$ cat config.mk
export PLATFORM = sky130hd
export DESIGN_NAME = bit_stuff_crc_framer_core
export DESIGN_NICKNAME = d
export VERILOG_FILES = /design/src/design/bscf_pkg.sv /design/src/design/bscf_enc.sv /design/src/design/bscf_ser.sv /design/src/design/bit_stuff_crc_framer_core.sv
export VERILOG_INCLUDE_DIRS = /design/src /design/src/design
export SDC_FILE = /design/constraint.sdc
export NUM_CORES = 1
export LEC_CHECK = 0
export ABC_CLOCK_PERIOD_IN_PS = 3100
export BUFFER_PORTS_ARGS = -buffer_cell sky130_fd_sc_hd__clkbuf_2
export CAP_MARGIN = 15
export CORE_AREA = 2 2 70 72
export DETAILED_ROUTE_END_ITERATION = 12
export DIE_AREA = 0 0 72 74
export SLEW_MARGIN = 5
export SYNTH_ARGS = -nofsm -noshare
export SYNTH_HDL_FRONTEND = slang
export SYNTH_SLANG_ARGS = --single-unit
$ cat constraint.sdc
create_clock -name i_clk -period 3.1 [get_ports i_clk]
set_input_delay 0.31 -clock i_clk [delete_from_list [all_inputs] [get_ports i_clk]]
set_output_delay 0.31 -clock i_clk [all_outputs]
set_load 0.03 [all_outputs]
$ cat src/design/assert_macros.svh
// Assertion macros used by the framer top level.
`ifndef ASSERT_MACROS_SVH
`define ASSERT_MACROS_SVH

// Checked only outside reset.
`define ASSERT_ON(label, clk, rst_n, prop, msg) \
    label: assert property (@(posedge clk) disable iff (!rst_n) prop) else $error(msg);

// Checked at every edge, reset included.
`define ASSERT_ALWAYS(label, clk, prop, msg) \
    label: assert property (@(posedge clk) prop) else $error(msg);

`endif

$ cat src/design/bscf_pkg.sv
// Types and constants of the bit-stuffing CRC framer.
package bscf_pkg;

    localparam int CRC_WIDTH_DEF = 3;
    localparam int STUFF_RUN_DEF = 5;

    localparam int FLAG_BITS  = 8;
    localparam int FLAG_IDX_W = 3;
    localparam int GEN_TAPS_W = 3;
    localparam int CFG_DATA_W = 8;
    localparam int CFG_IDX_W  = 2;

    localparam logic [GEN_TAPS_W-1:0] GEN_TAPS_RST = 3'd3;
    localparam logic [FLAG_BITS-1:0]  FLAG_RST     = 8'h7e;

    localparam logic [CFG_IDX_W-1:0] CFG_GEN_TAPS = 2'd0;
    localparam logic [CFG_IDX_W-1:0] CFG_FLAG     = 2'd1;

    localparam logic [1:0] KIND_FLAG    = 2'd0;
    localparam logic [1:0] KIND_PAYLOAD = 2'd1;
    localparam logic [1:0] KIND_STUFF   = 2'd2;
    localparam logic [1:0] KIND_CRC     = 2'd3;

    typedef struct packed {
        logic data_bit;
        logic end_of_frame;
    } t_in_beat;

    typedef struct packed {
        logic       line_bit;
        logic [1:0] bit_kind;
        logic       last_of_run;
    } t_out_beat;

    // What one input beat expands to on the line.
    typedef struct packed {
        logic open_flag;
        logic data_bit;
        logic stuff;
        logic close;
    } t_desc_ctl;

endpackage

$ cat src/design/bscf_enc.sv
// Frame state, bit stuffing decision and CRC update for one input beat.
module bscf_enc #(
    parameter int CRC_WIDTH = bscf_pkg::CRC_WIDTH_DEF,
    parameter int STUFF_RUN = bscf_pkg::STUFF_RUN_DEF
) (
    input  logic                 i_clk,
    input  logic                 i_rst_n,
    input  logic                 i_accept,
    input  bscf_pkg::t_in_beat   i_beat,
    input  logic [CRC_WIDTH-1:0] i_taps,
    output bscf_pkg::t_desc_ctl  o_ctl,
    output logic [CRC_WIDTH-1:0] o_crc
);

    localparam int ONES_W = $clog2(STUFF_RUN + 1);
    localparam logic [ONES_W-1:0] RUN_END = ONES_W'(STUFF_RUN);

    logic                 r_in_frame;
    logic [ONES_W-1:0]    r_ones;
    logic [CRC_WIDTH-1:0] r_rem;
    logic                 n_in_frame;
    logic [ONES_W-1:0]    n_ones;
    logic [CRC_WIDTH-1:0] n_rem;

    logic [ONES_W-1:0]    ones_cur;
    logic [ONES_W-1:0]    ones_inc;
    logic [CRC_WIDTH-1:0] rem_cur;
    logic [CRC_WIDTH-1:0] rem_pay;
    logic [CRC_WIDTH-1:0] rem_stf;
    logic                 stuff;

    always_comb begin
        // A closed frame restarts from a clean run count and CRC.
        ones_cur = r_in_frame ? r_ones : '0;
        rem_cur  = r_in_frame ? r_rem : '0;

        rem_pay = (rem_cur << 1) ^
                  ((rem_cur[CRC_WIDTH-1] ^ i_beat.data_bit) ? i_taps : '0);
        ones_inc = ones_cur + ONES_W'(1);
        stuff    = i_beat.data_bit && (ones_inc == RUN_END);
        // Feed the stuffed zero into the CRC too.
        rem_stf  = (rem_pay << 1) ^ (rem_pay[CRC_WIDTH-1] ? i_taps : '0);

        o_ctl.open_flag = !r_in_frame;
        o_ctl.data_bit  = i_beat.data_bit;
        o_ctl.stuff     = stuff;
        o_ctl.close     = i_beat.end_of_frame;
        o_crc           = stuff ? rem_stf : rem_pay;

        if (i_beat.end_of_frame) begin
            n_in_frame = 1'b0;
            n_ones     = '0;
            n_rem      = '0;
        end else begin
            n_in_frame = 1'b1;
            n_ones     = (i_beat.data_bit && !stuff) ? ones_inc : '0;
            n_rem      = o_crc;
        end
    end

    always_ff @(posedge i_clk) begin
        if (!i_rst_n) begin
            r_in_frame <= 1'b0;
            r_ones     <= '0;
            r_rem      <= '0;
        end else if (i_accept) begin
            r_in_frame <= n_in_frame;
            r_ones     <= n_ones;
            r_rem      <= n_rem;
        end
    end

endmodule

$ cat src/design/bscf_ser.sv
// Beat register and line serializer: flag, payload, stuff, CRC, closing flag.
module bscf_ser #(
    parameter int CRC_WIDTH = bscf_pkg::CRC_WIDTH_DEF
) (
    input  logic                          i_clk,
    input  logic                          i_rst_n,
    input  logic                          i_in_valid,
    output logic                          o_in_stall,
    input  bscf_pkg::t_desc_ctl           i_ctl,
    input  logic [CRC_WIDTH-1:0]          i_crc,
    input  logic [bscf_pkg::FLAG_BITS-1:0] i_flag,
    output logic                          o_out_valid,
    input  logic                          i_out_stall,
    output bscf_pkg::t_out_beat           o_out
);

    localparam int CNT_W = $clog2((CRC_WIDTH > bscf_pkg::FLAG_BITS) ?
                                  CRC_WIDTH : bscf_pkg::FLAG_BITS);
    localparam logic [CNT_W-1:0] FLAG_LAST = CNT_W'(bscf_pkg::FLAG_BITS - 1);
    localparam logic [CNT_W-1:0] CRC_LAST  = CNT_W'(CRC_WIDTH - 1);

    localparam logic [2:0] PH_OPEN  = 3'd0;
    localparam logic [2:0] PH_PAY   = 3'd1;
    localparam logic [2:0] PH_STUFF = 3'd2;
    localparam logic [2:0] PH_CRC   = 3'd3;
    localparam logic [2:0] PH_CLOSE = 3'd4;

    logic                 r_busy;
    logic [2:0]           r_phase;
    logic [CNT_W-1:0]     r_cnt;
    logic                 r_stuff;
    logic                 r_close;
    logic                 r_data;
    logic [CRC_WIDTH-1:0] r_crc;
    logic                 r_out_valid;
    bscf_pkg::t_out_beat  r_out;

    logic [2:0]           n_phase;
    logic [CNT_W-1:0]     n_cnt;
    logic [CRC_WIDTH-1:0] n_crc;

    logic                 out_free;
    logic                 adv;
    logic                 acc;
    logic                 is_last;
    bscf_pkg::t_out_beat  elem;

    assign out_free   = !r_out_valid || !i_out_stall;
    assign adv        = r_busy && out_free;
    assign o_in_stall = r_busy && !(out_free && is_last);
    assign acc        = i_in_valid && !o_in_stall;

    always_comb begin
        elem.line_bit = 1'b0;
        elem.bit_kind = bscf_pkg::KIND_FLAG;
        is_last       = 1'b0;
        n_phase       = r_phase;
        n_cnt         = r_cnt;
        n_crc         = r_crc;
        case (r_phase)
            PH_OPEN: begin
                elem.line_bit = i_flag[r_cnt[bscf_pkg::FLAG_IDX_W-1:0]];
                elem.bit_kind = bscf_pkg::KIND_FLAG;
                if (r_cnt == '0) begin
                    n_phase = PH_PAY;
                end else begin
                    n_cnt = r_cnt - CNT_W'(1);
                end
            end
            PH_PAY: begin
                elem.line_bit = r_data;
                elem.bit_kind = bscf_pkg::KIND_PAYLOAD;
                if (r_stuff) begin
                    n_phase = PH_STUFF;
                end else if (r_close) begin
                    n_phase = PH_CRC;
                    n_cnt   = CRC_LAST;
                end else begin
                    is_last = 1'b1;
                end
            end
            PH_STUFF: begin
                elem.line_bit = 1'b0;
                elem.bit_kind = bscf_pkg::KIND_STUFF;
                if (r_close) begin
                    n_phase = PH_CRC;
                    n_cnt   = CRC_LAST;
                end else begin
                    is_last = 1'b1;
                end
            end
            PH_CRC: begin
                elem.line_bit = r_crc[CRC_WIDTH-1];
                elem.bit_kind = bscf_pkg::KIND_CRC;
                n_crc         = r_crc << 1;
                if (r_cnt == '0) begin
                    n_phase = PH_CLOSE;
                    n_cnt   = FLAG_LAST;
                end else begin
                    n_cnt = r_cnt - CNT_W'(1);
                end
            end
            PH_CLOSE: begin
                elem.line_bit = i_flag[r_cnt[bscf_pkg::FLAG_IDX_W-1:0]];
                elem.bit_kind = bscf_pkg::KIND_FLAG;
                if (r_cnt == '0) begin
                    is_last = 1'b1;
                end else begin
                    n_cnt = r_cnt - CNT_W'(1);
                end
            end
            default: begin
                is_last = 1'b1;
            end
        endcase
        elem.last_of_run = is_last;
    end

    always_ff @(posedge i_clk) begin
        if (!i_rst_n) begin
            r_busy      <= 1'b0;
            r_phase     <= PH_PAY;
            r_cnt       <= '0;
            r_out_valid <= 1'b0;
        end else begin
            if (acc) begin
                r_busy  <= 1'b1;
                r_phase <= i_ctl.open_flag ? PH_OPEN : PH_PAY;
                r_cnt   <= FLAG_LAST;
            end else if (adv) begin
                if (is_last) begin
                    r_busy <= 1'b0;
                end
                r_phase <= n_phase;
                r_cnt   <= n_cnt;
            end
            if (adv) begin
                r_out_valid <= 1'b1;
            end else if (!i_out_stall) begin
                r_out_valid <= 1'b0;
            end
        end
    end

    always_ff @(posedge i_clk) begin
        if (acc) begin
            r_data  <= i_ctl.data_bit;
            r_stuff <= i_ctl.stuff;
            r_close <= i_ctl.close;
            r_crc   <= i_crc;
        end else if (adv) begin
            r_crc <= n_crc;
        end
        if (adv) begin
            r_out <= elem;
        end
    end

    assign o_out_valid = r_out_valid;
    assign o_out       = r_out;

endmodule

$ cat src/design/bit_stuff_crc_framer_core.sv
// Bit-stuffing frame transmitter with a short CRC: top level.
//
// One payload bit enters per beat; the block sends one line bit per cycle
// while the output is not stalled, so plain payload streams at one bit per
// clock. The first bit of a frame adds the 8 opening flag bits, a stuffed
// zero adds one line bit, and the last bit adds CRC_WIDTH CRC bits plus the 8
// closing flag bits. The output serializer drives one line bit per cycle
// unless the output stalls; the input is stalled while it works through the
// extra bits of an item and accepted again in the cycle the last one is
// loaded into the output register.
// Write configuration only while no beat is in flight: the generator taps are
// taken when a beat is accepted and the flag is read as its bits go out.
`include "assert_macros.svh"

module bit_stuff_crc_framer_core #(
    parameter int CRC_WIDTH = bscf_pkg::CRC_WIDTH_DEF,
    parameter int STUFF_RUN = bscf_pkg::STUFF_RUN_DEF
) (
    input  logic                            i_clk,
    input  logic                            i_rst_n,
    input  logic                            i_in_valid,
    output logic                            o_in_stall,
    input  bscf_pkg::t_in_beat              i_in,
    output logic                            o_out_valid,
    input  logic                            i_out_stall,
    output bscf_pkg::t_out_beat             o_out,
    input  logic                            i_cfg_we,
    input  logic [bscf_pkg::CFG_IDX_W-1:0]  i_cfg_idx,
    input  logic [bscf_pkg::CFG_DATA_W-1:0] i_cfg_data
);

    localparam int TAP_EXT_W = CRC_WIDTH + bscf_pkg::GEN_TAPS_W;

    logic [bscf_pkg::GEN_TAPS_W-1:0] r_gen_taps;
    logic [bscf_pkg::FLAG_BITS-1:0]  r_flag;
    logic [TAP_EXT_W-1:0]            taps_ext;
    logic [CRC_WIDTH-1:0]            taps;
    logic                            in_acc;
    bscf_pkg::t_desc_ctl             ctl;
    logic [CRC_WIDTH-1:0]            crc;
    logic                            out_stf;
    logic                            out_crc;

    always_ff @(posedge i_clk) begin
        if (!i_rst_n) begin
            r_gen_taps <= bscf_pkg::GEN_TAPS_RST;
            r_flag     <= bscf_pkg::FLAG_RST;
        end else if (i_cfg_we) begin
            case (i_cfg_idx)
                bscf_pkg::CFG_GEN_TAPS: r_gen_taps <= i_cfg_data[bscf_pkg::GEN_TAPS_W-1:0];
                bscf_pkg::CFG_FLAG:     r_flag     <= i_cfg_data[bscf_pkg::FLAG_BITS-1:0];
                default: begin
                end
            endcase
        end
    end

    // Zero-extend or trim the taps to the CRC width.
    assign taps_ext = TAP_EXT_W'(r_gen_taps);
    assign taps     = taps_ext[CRC_WIDTH-1:0];
    assign in_acc   = i_in_valid && !o_in_stall;

    bscf_enc #(
        .CRC_WIDTH (CRC_WIDTH),
        .STUFF_RUN (STUFF_RUN)
    ) u_enc (
        .i_clk    (i_clk),
        .i_rst_n  (i_rst_n),
        .i_accept (in_acc),
        .i_beat   (i_in),
        .i_taps   (taps),
        .o_ctl    (ctl),
        .o_crc    (crc)
    );

    bscf_ser #(
        .CRC_WIDTH (CRC_WIDTH)
    ) u_ser (
        .i_clk       (i_clk),
        .i_rst_n     (i_rst_n),
        .i_in_valid  (i_in_valid),
        .o_in_stall  (o_in_stall),
        .i_ctl       (ctl),
        .i_crc       (crc),
        .i_flag      (r_flag),
        .o_out_valid (o_out_valid),
        .i_out_stall (i_out_stall),
        .o_out       (o_out)
    );

    assign out_stf = o_out_valid && (o_out.bit_kind == bscf_pkg::KIND_STUFF);
    assign out_crc = o_out_valid && (o_out.bit_kind == bscf_pkg::KIND_CRC);

    `ASSERT_ON(a_stuff_is_zero, i_clk, i_rst_n, out_stf |-> !o_out.line_bit, "stuffed bit not zero")
    `ASSERT_ON(a_crc_not_last, i_clk, i_rst_n, out_crc |-> !o_out.last_of_run, "crc bit marked last")
    `ASSERT_ALWAYS(a_rst_clears_out, i_clk, !i_rst_n |=> !o_out_valid, "output valid after reset")

endmodule
==> impl_summary.txt <==
----------------------------------------------------
[Min path]
  Kind of path behind the tightest hold check ... in -> reg
  Beginning of the worst hold path ... i_cfg_data[3]
  Worst Hold End ... r_flag[3]
  Hold path depth ... 3

[Outcome]
  Status ... finished, final reports clean

[Die]
  Cell Rows ... 25
  Number of top-level pins ... 23
  Die height ... 74 um
  Horiz. Die Dim ... 72 um
  Effective utilization at floorplan ... 0.4346
  Core ar. ... 4598 sq um
  Die area ... 5328 sq um

[Setup path]
  Chain of cells forming the critical path ... inv_1 > ha_1 > nor2b_1 > a222oi_1 > o21ai_4 > inv_2 > clkbuf_2
  Worst setup slack for register-to-register paths ... 490 ps
  Worst Setup Start Kind ... register
  Library cell contributing the largest single delay on the critical path ... sky130_fd_sc_hd__a222oi_1
  Kind of critical path ... reg -> out
  Worst Path Max Fanout ... 10
  Capture point of the worst reg-to-reg path ... u_ser.r_crc[2]
  Type of destination of the critical path ... output port
  Category of cells accounting for the largest share of critical-path delay ... compound AO/OA/AOI/OAI gates
  Worst endpoint required time ... 2790 ps
  Cells on worst reg2reg path ... 8
  Signal arrival time at the worst endpoint ... 2500 ps
  Buffer and inverter count on the worst path ... 3
  Launch point of the worst reg-to-reg path ... u_ser.r_cnt[0]
  Largest incremental delay on the critical path ... 600 ps

[Clock tree]
  Clock network latency to the later pin of the worst-skew pair ... 290 ps
  Clock slew at reported path FFs ... 70 ps
  Longest Clk Path Bufs ... 2
  Post-cts repair resize count ... 0
  CTS tree ... done
  Number of clock sinks ... 36
  # hold bufs at CTS ... 0
  CTS Buf Count ... 5
  Root buffer selected by CTS ... sky130_fd_sc_hd__clkbuf_8
  Total number of H-tree levels ... 2
  Number of setup buffers added after CTS ... 0

[Timing]
  Actual slew at the worst max-slew pin ... 574.6 ps
  Least setup slack across all paths after layout ... 292.9 ps
  Number of failing setup endpoints in the final timing report ... 0
  Worst clock skew on the final layout ... 6.173 ps
  Tcrit/Tclk final ... 0.9055
  Time the worst path needs with I/O delays and setup ... 2807 ps
  Setup repair after global routing missed its margin ... false
  Max-slew violation count ... 0
  Hold Vio Cnt, Final ... 0
  Maximum clock frequency ... 0.3562 GHz
  Relative slew slack ... 0.6161
  Setup_tns ... 0 ps

[GRT]
  Number of antenna violations at the first check in global routing ... 0
  Global-route total usage across every layer ... 0.1785
  Final global-route overflow total ... 0
  Pin count of the biggest net entering global routing ... 17
  First-pass GRT wire length ... 7486 um
  Vias in the first global route ... 1498

[Place]
  HPWL Detailed ... 3052 um
  Port bufs ... 22
  Placer Congestion ... 0.7819
  Worst setup slack before clock tree synthesis ... 497.6 ps

[Final layout]
  Antenna cells ... 0
  Number of nets in the final layout ... 258
  Area taken by multi-input logic gates ... 1061 sq um
  Filler instances ... 445
  Area of all sequential standard cells ... 820.8 sq um
  Share of layout cells above drive strength 1 ... 0.1723
  Area growth from synthesis to layout ... 10.33%

[Logic synthesis]
  Number of flip-flops and latches in the synthesized netlist ... 36
  Top-area cell type share of the netlist area ... 0.2605
  Yosys warnings ... 0
  Count of flip-flops with a built-in enable after synthesis ... 10
  Post-synthesis share of cell area spent on xor and xnor gates ... 0.01753
  Fraction of the mapped netlist area in compound gates ... 0.2066
  Simple-gate share of the synthesized area ... 0.2010
  Commonest cells in the synthesized netlist ... 32 x sky130_fd_sc_hd__nand2_1, 26 x sky130_fd_sc_hd__dfxtp_1, 14 x sky130_fd_sc_hd__a21oi_1
  Part of the Yosys area used for sequential elements ... 0.4108
  Number of library cell types mapped by synthesis ... 60
  Synth area leaders ... sky130_fd_sc_hd__dfxtp_1 26%, sky130_fd_sc_hd__edfxtp_1 15%, sky130_fd_sc_hd__nand2_1 6.0%, sky130_fd_sc_hd__mux2i_1 4.5%, sky130_fd_sc_hd__a21oi_1 3.5%
  Adder-Cell Fraction of Synth Area ... 0.02505
  Mux share of post-synthesis cell area ... 0.08078
  Main combinational cell family by area after synthesis ... compound AO/OA/AOI/OAI gates
  Ys async rst share ... 0
  Cell with the most instances after synthesis ... sky130_fd_sc_hd__nand2_1
  Nets in the synthesized netlist ... 240
  Ys flop type ... sky130_fd_sc_hd__dfxtp_1
  Syn Std Cell Area ... 1998 sq um
  Per-instance average area after synthesis ... 9.124 sq um
  Cell type with the largest total area after synthesis ... sky130_fd_sc_hd__dfxtp_1
  Number of standard cells after synthesis ... 219

[Routing]
  First DRT Iteration DRCs ... 71
  DRC violation count after routing ... 0
  Routed wirelength normalized by instance count ... 14.60 um
  Number of vias in the routed layout ... 1631
  Detail-routed via count per cell ... 5.586
  DRT Wirelength ... 4262 um
  DRT antenna net count ... 0
  Number of search-and-repair iterations in the first detailed-routing pass ... 4

[Power]
  Pwr Density ... 485.8 nW/um^2
  Largest vdd supply drop ... 0.3110 mV
  Standby leakage power ... 0.9203 nW

[Flow run]
  MaxCap Viol Count ... 0

----------------------------------------------------
-- cell families after synthesis --
logic type	count (synthesis)
flops	36
buf+inv	25
mux	13
fa+ha+maj	4
xor+xnor	4
simple gates	79
compound gates	58
-- state kept, by name, indices dropped and copies added, names as in the netlist --
name	cells
r_flag	8
u_ser.o_out	4
r_gen_taps	3
u_enc.r_ones	3
u_enc.r_rem	3
u_ser.r_cnt	3
u_ser.r_crc	3
u_ser.r_phase	3
u_enc.r_in_frame	1
u_ser.o_out_valid	1
u_ser.r_busy	1
u_ser.r_close	1
u_ser.r_data	1
u_ser.r_stuff	1
-- routing by layer --
layer | routed length (um) | global-route usage
met5 | 0 | 0
met4 | 40 | 0.06709
met3 | 159 | 0.03659
met2 | 1906 | 0.2665
met1 | 2155 | 0.2561
-- worst register-to-register path, cell delays in order, from the launching register on --
cell,delay [ps]
sky130_fd_sc_hd__dfxtp_1,370
sky130_fd_sc_hd__inv_1,120
sky130_fd_sc_hd__ha_1,160
sky130_fd_sc_hd__nor2b_1,460
sky130_fd_sc_hd__a222oi_1,290
sky130_fd_sc_hd__o21ai_4,370
sky130_fd_sc_hd__nand2_4,140
sky130_fd_sc_hd__inv_4,150
sky130_fd_sc_hd__mux2_4,310
-- placed cells by master (no fill, tap or decap), types with 2 or more instances in the layout --
| cell type | count |
|---|---|
| sky130_fd_sc_hd__o31a_1 | 2 |
| sky130_fd_sc_hd__edfxtp_1 | 10 |
| sky130_fd_sc_hd__nor3_1 | 2 |
| sky130_fd_sc_hd__a211o_1 | 2 |
| sky130_fd_sc_hd__nand2_1 | 32 |
| sky130_fd_sc_hd__clkbuf_8 | 6 |
| sky130_fd_sc_hd__o21ai_0 | 11 |
| sky130_fd_sc_hd__inv_1 | 12 |
| sky130_fd_sc_hd__o31ai_1 | 3 |
| sky130_fd_sc_hd__nor2_1 | 9 |
| sky130_fd_sc_hd__and2_1 | 3 |
| sky130_fd_sc_hd__nor3b_1 | 2 |
| sky130_fd_sc_hd__dfxtp_1 | 26 |
| sky130_fd_sc_hd__clkbuf_1 | 2 |
| sky130_fd_sc_hd__a21boi_0 | 3 |
| sky130_fd_sc_hd__nor2b_1 | 6 |
| sky130_fd_sc_hd__clkbuf_2 | 22 |
| sky130_fd_sc_hd__nand3b_1 | 2 |
| sky130_fd_sc_hd__mux2i_1 | 9 |
| sky130_fd_sc_hd__nand3_1 | 9 |
| sky130_fd_sc_hd__o21bai_1 | 2 |
| sky130_fd_sc_hd__and3b_1 | 3 |
| sky130_fd_sc_hd__nand4_1 | 4 |
| sky130_fd_sc_hd__a21oi_1 | 14 |
| sky130_fd_sc_hd__xor2_1 | 3 |
| sky130_fd_sc_hd__mux4_2 | 2 |
| sky130_fd_sc_hd__ha_1 | 4 |
| sky130_fd_sc_hd__a31oi_1 | 2 |
-- metrics by stage --
| stage | util | power, W | instances | hold WS, ps | area [sq um] |
|---|---|---|---|---|---|
| 6_report | 0.4795 | 0.001071 | 292 | 228.2 | 2205 |
| 5_1_grt | 0.4795 | 0.001127 | 292 | 254.3 | 2205 |
| 4_1_cts | 0.4795 | 0.001079 | 292 | 226.6 | 2205 |
| 3_5_place_dp | 0.4599 | 0.0007366 | 284 | 449.6 | 2115 |
| 3_3_place_gp | 0.4599 | 0.0007355 | 284 | 443.1 | 2115 |
| 2_1_floorplan | - | 0.0006929 | 219 | 407.0 | 1998 |
-- power breakdown --
group,internal [W],switching [W],total (W)
combinational,0.0000730,0.000108,0.000181
sequential,0.000516,0.0000289,0.000545
clock,0.000181,0.000164,0.000345
total,0.000770,0.000301,0.00107
-- how the worst max path moves through the flow --
stage / start / to / slack, ps / cells past startpoint
floorplan: u_ser.r_cnt[0] / u_ser.r_crc[2] / 760 / 9
global placement: u_ser.r_cnt[0] / u_ser.r_crc[2] / 460 / 8
detailed placement: u_ser.r_cnt[0] / u_ser.r_crc[2] / 500 / 8
CTS: u_ser.r_cnt[0] / o_in_stall / 260 / 7
global route: u_ser.r_cnt[0] / o_in_stall / 130 / 7
finish: u_ser.r_cnt[0] / o_in_stall / 290 / 7
-- cell type report --
class / count / share of cell area
well taps: 54 / 0.03065
flip-flops and latches: 36 / 0.3723
clock buffers: 8 / 0.04086
repair buffers: 22 / 0.04994
inverters: 14 / 0.02497
multi-input cells: 158 / 0.4813
(Power assumes the default switching activity.)
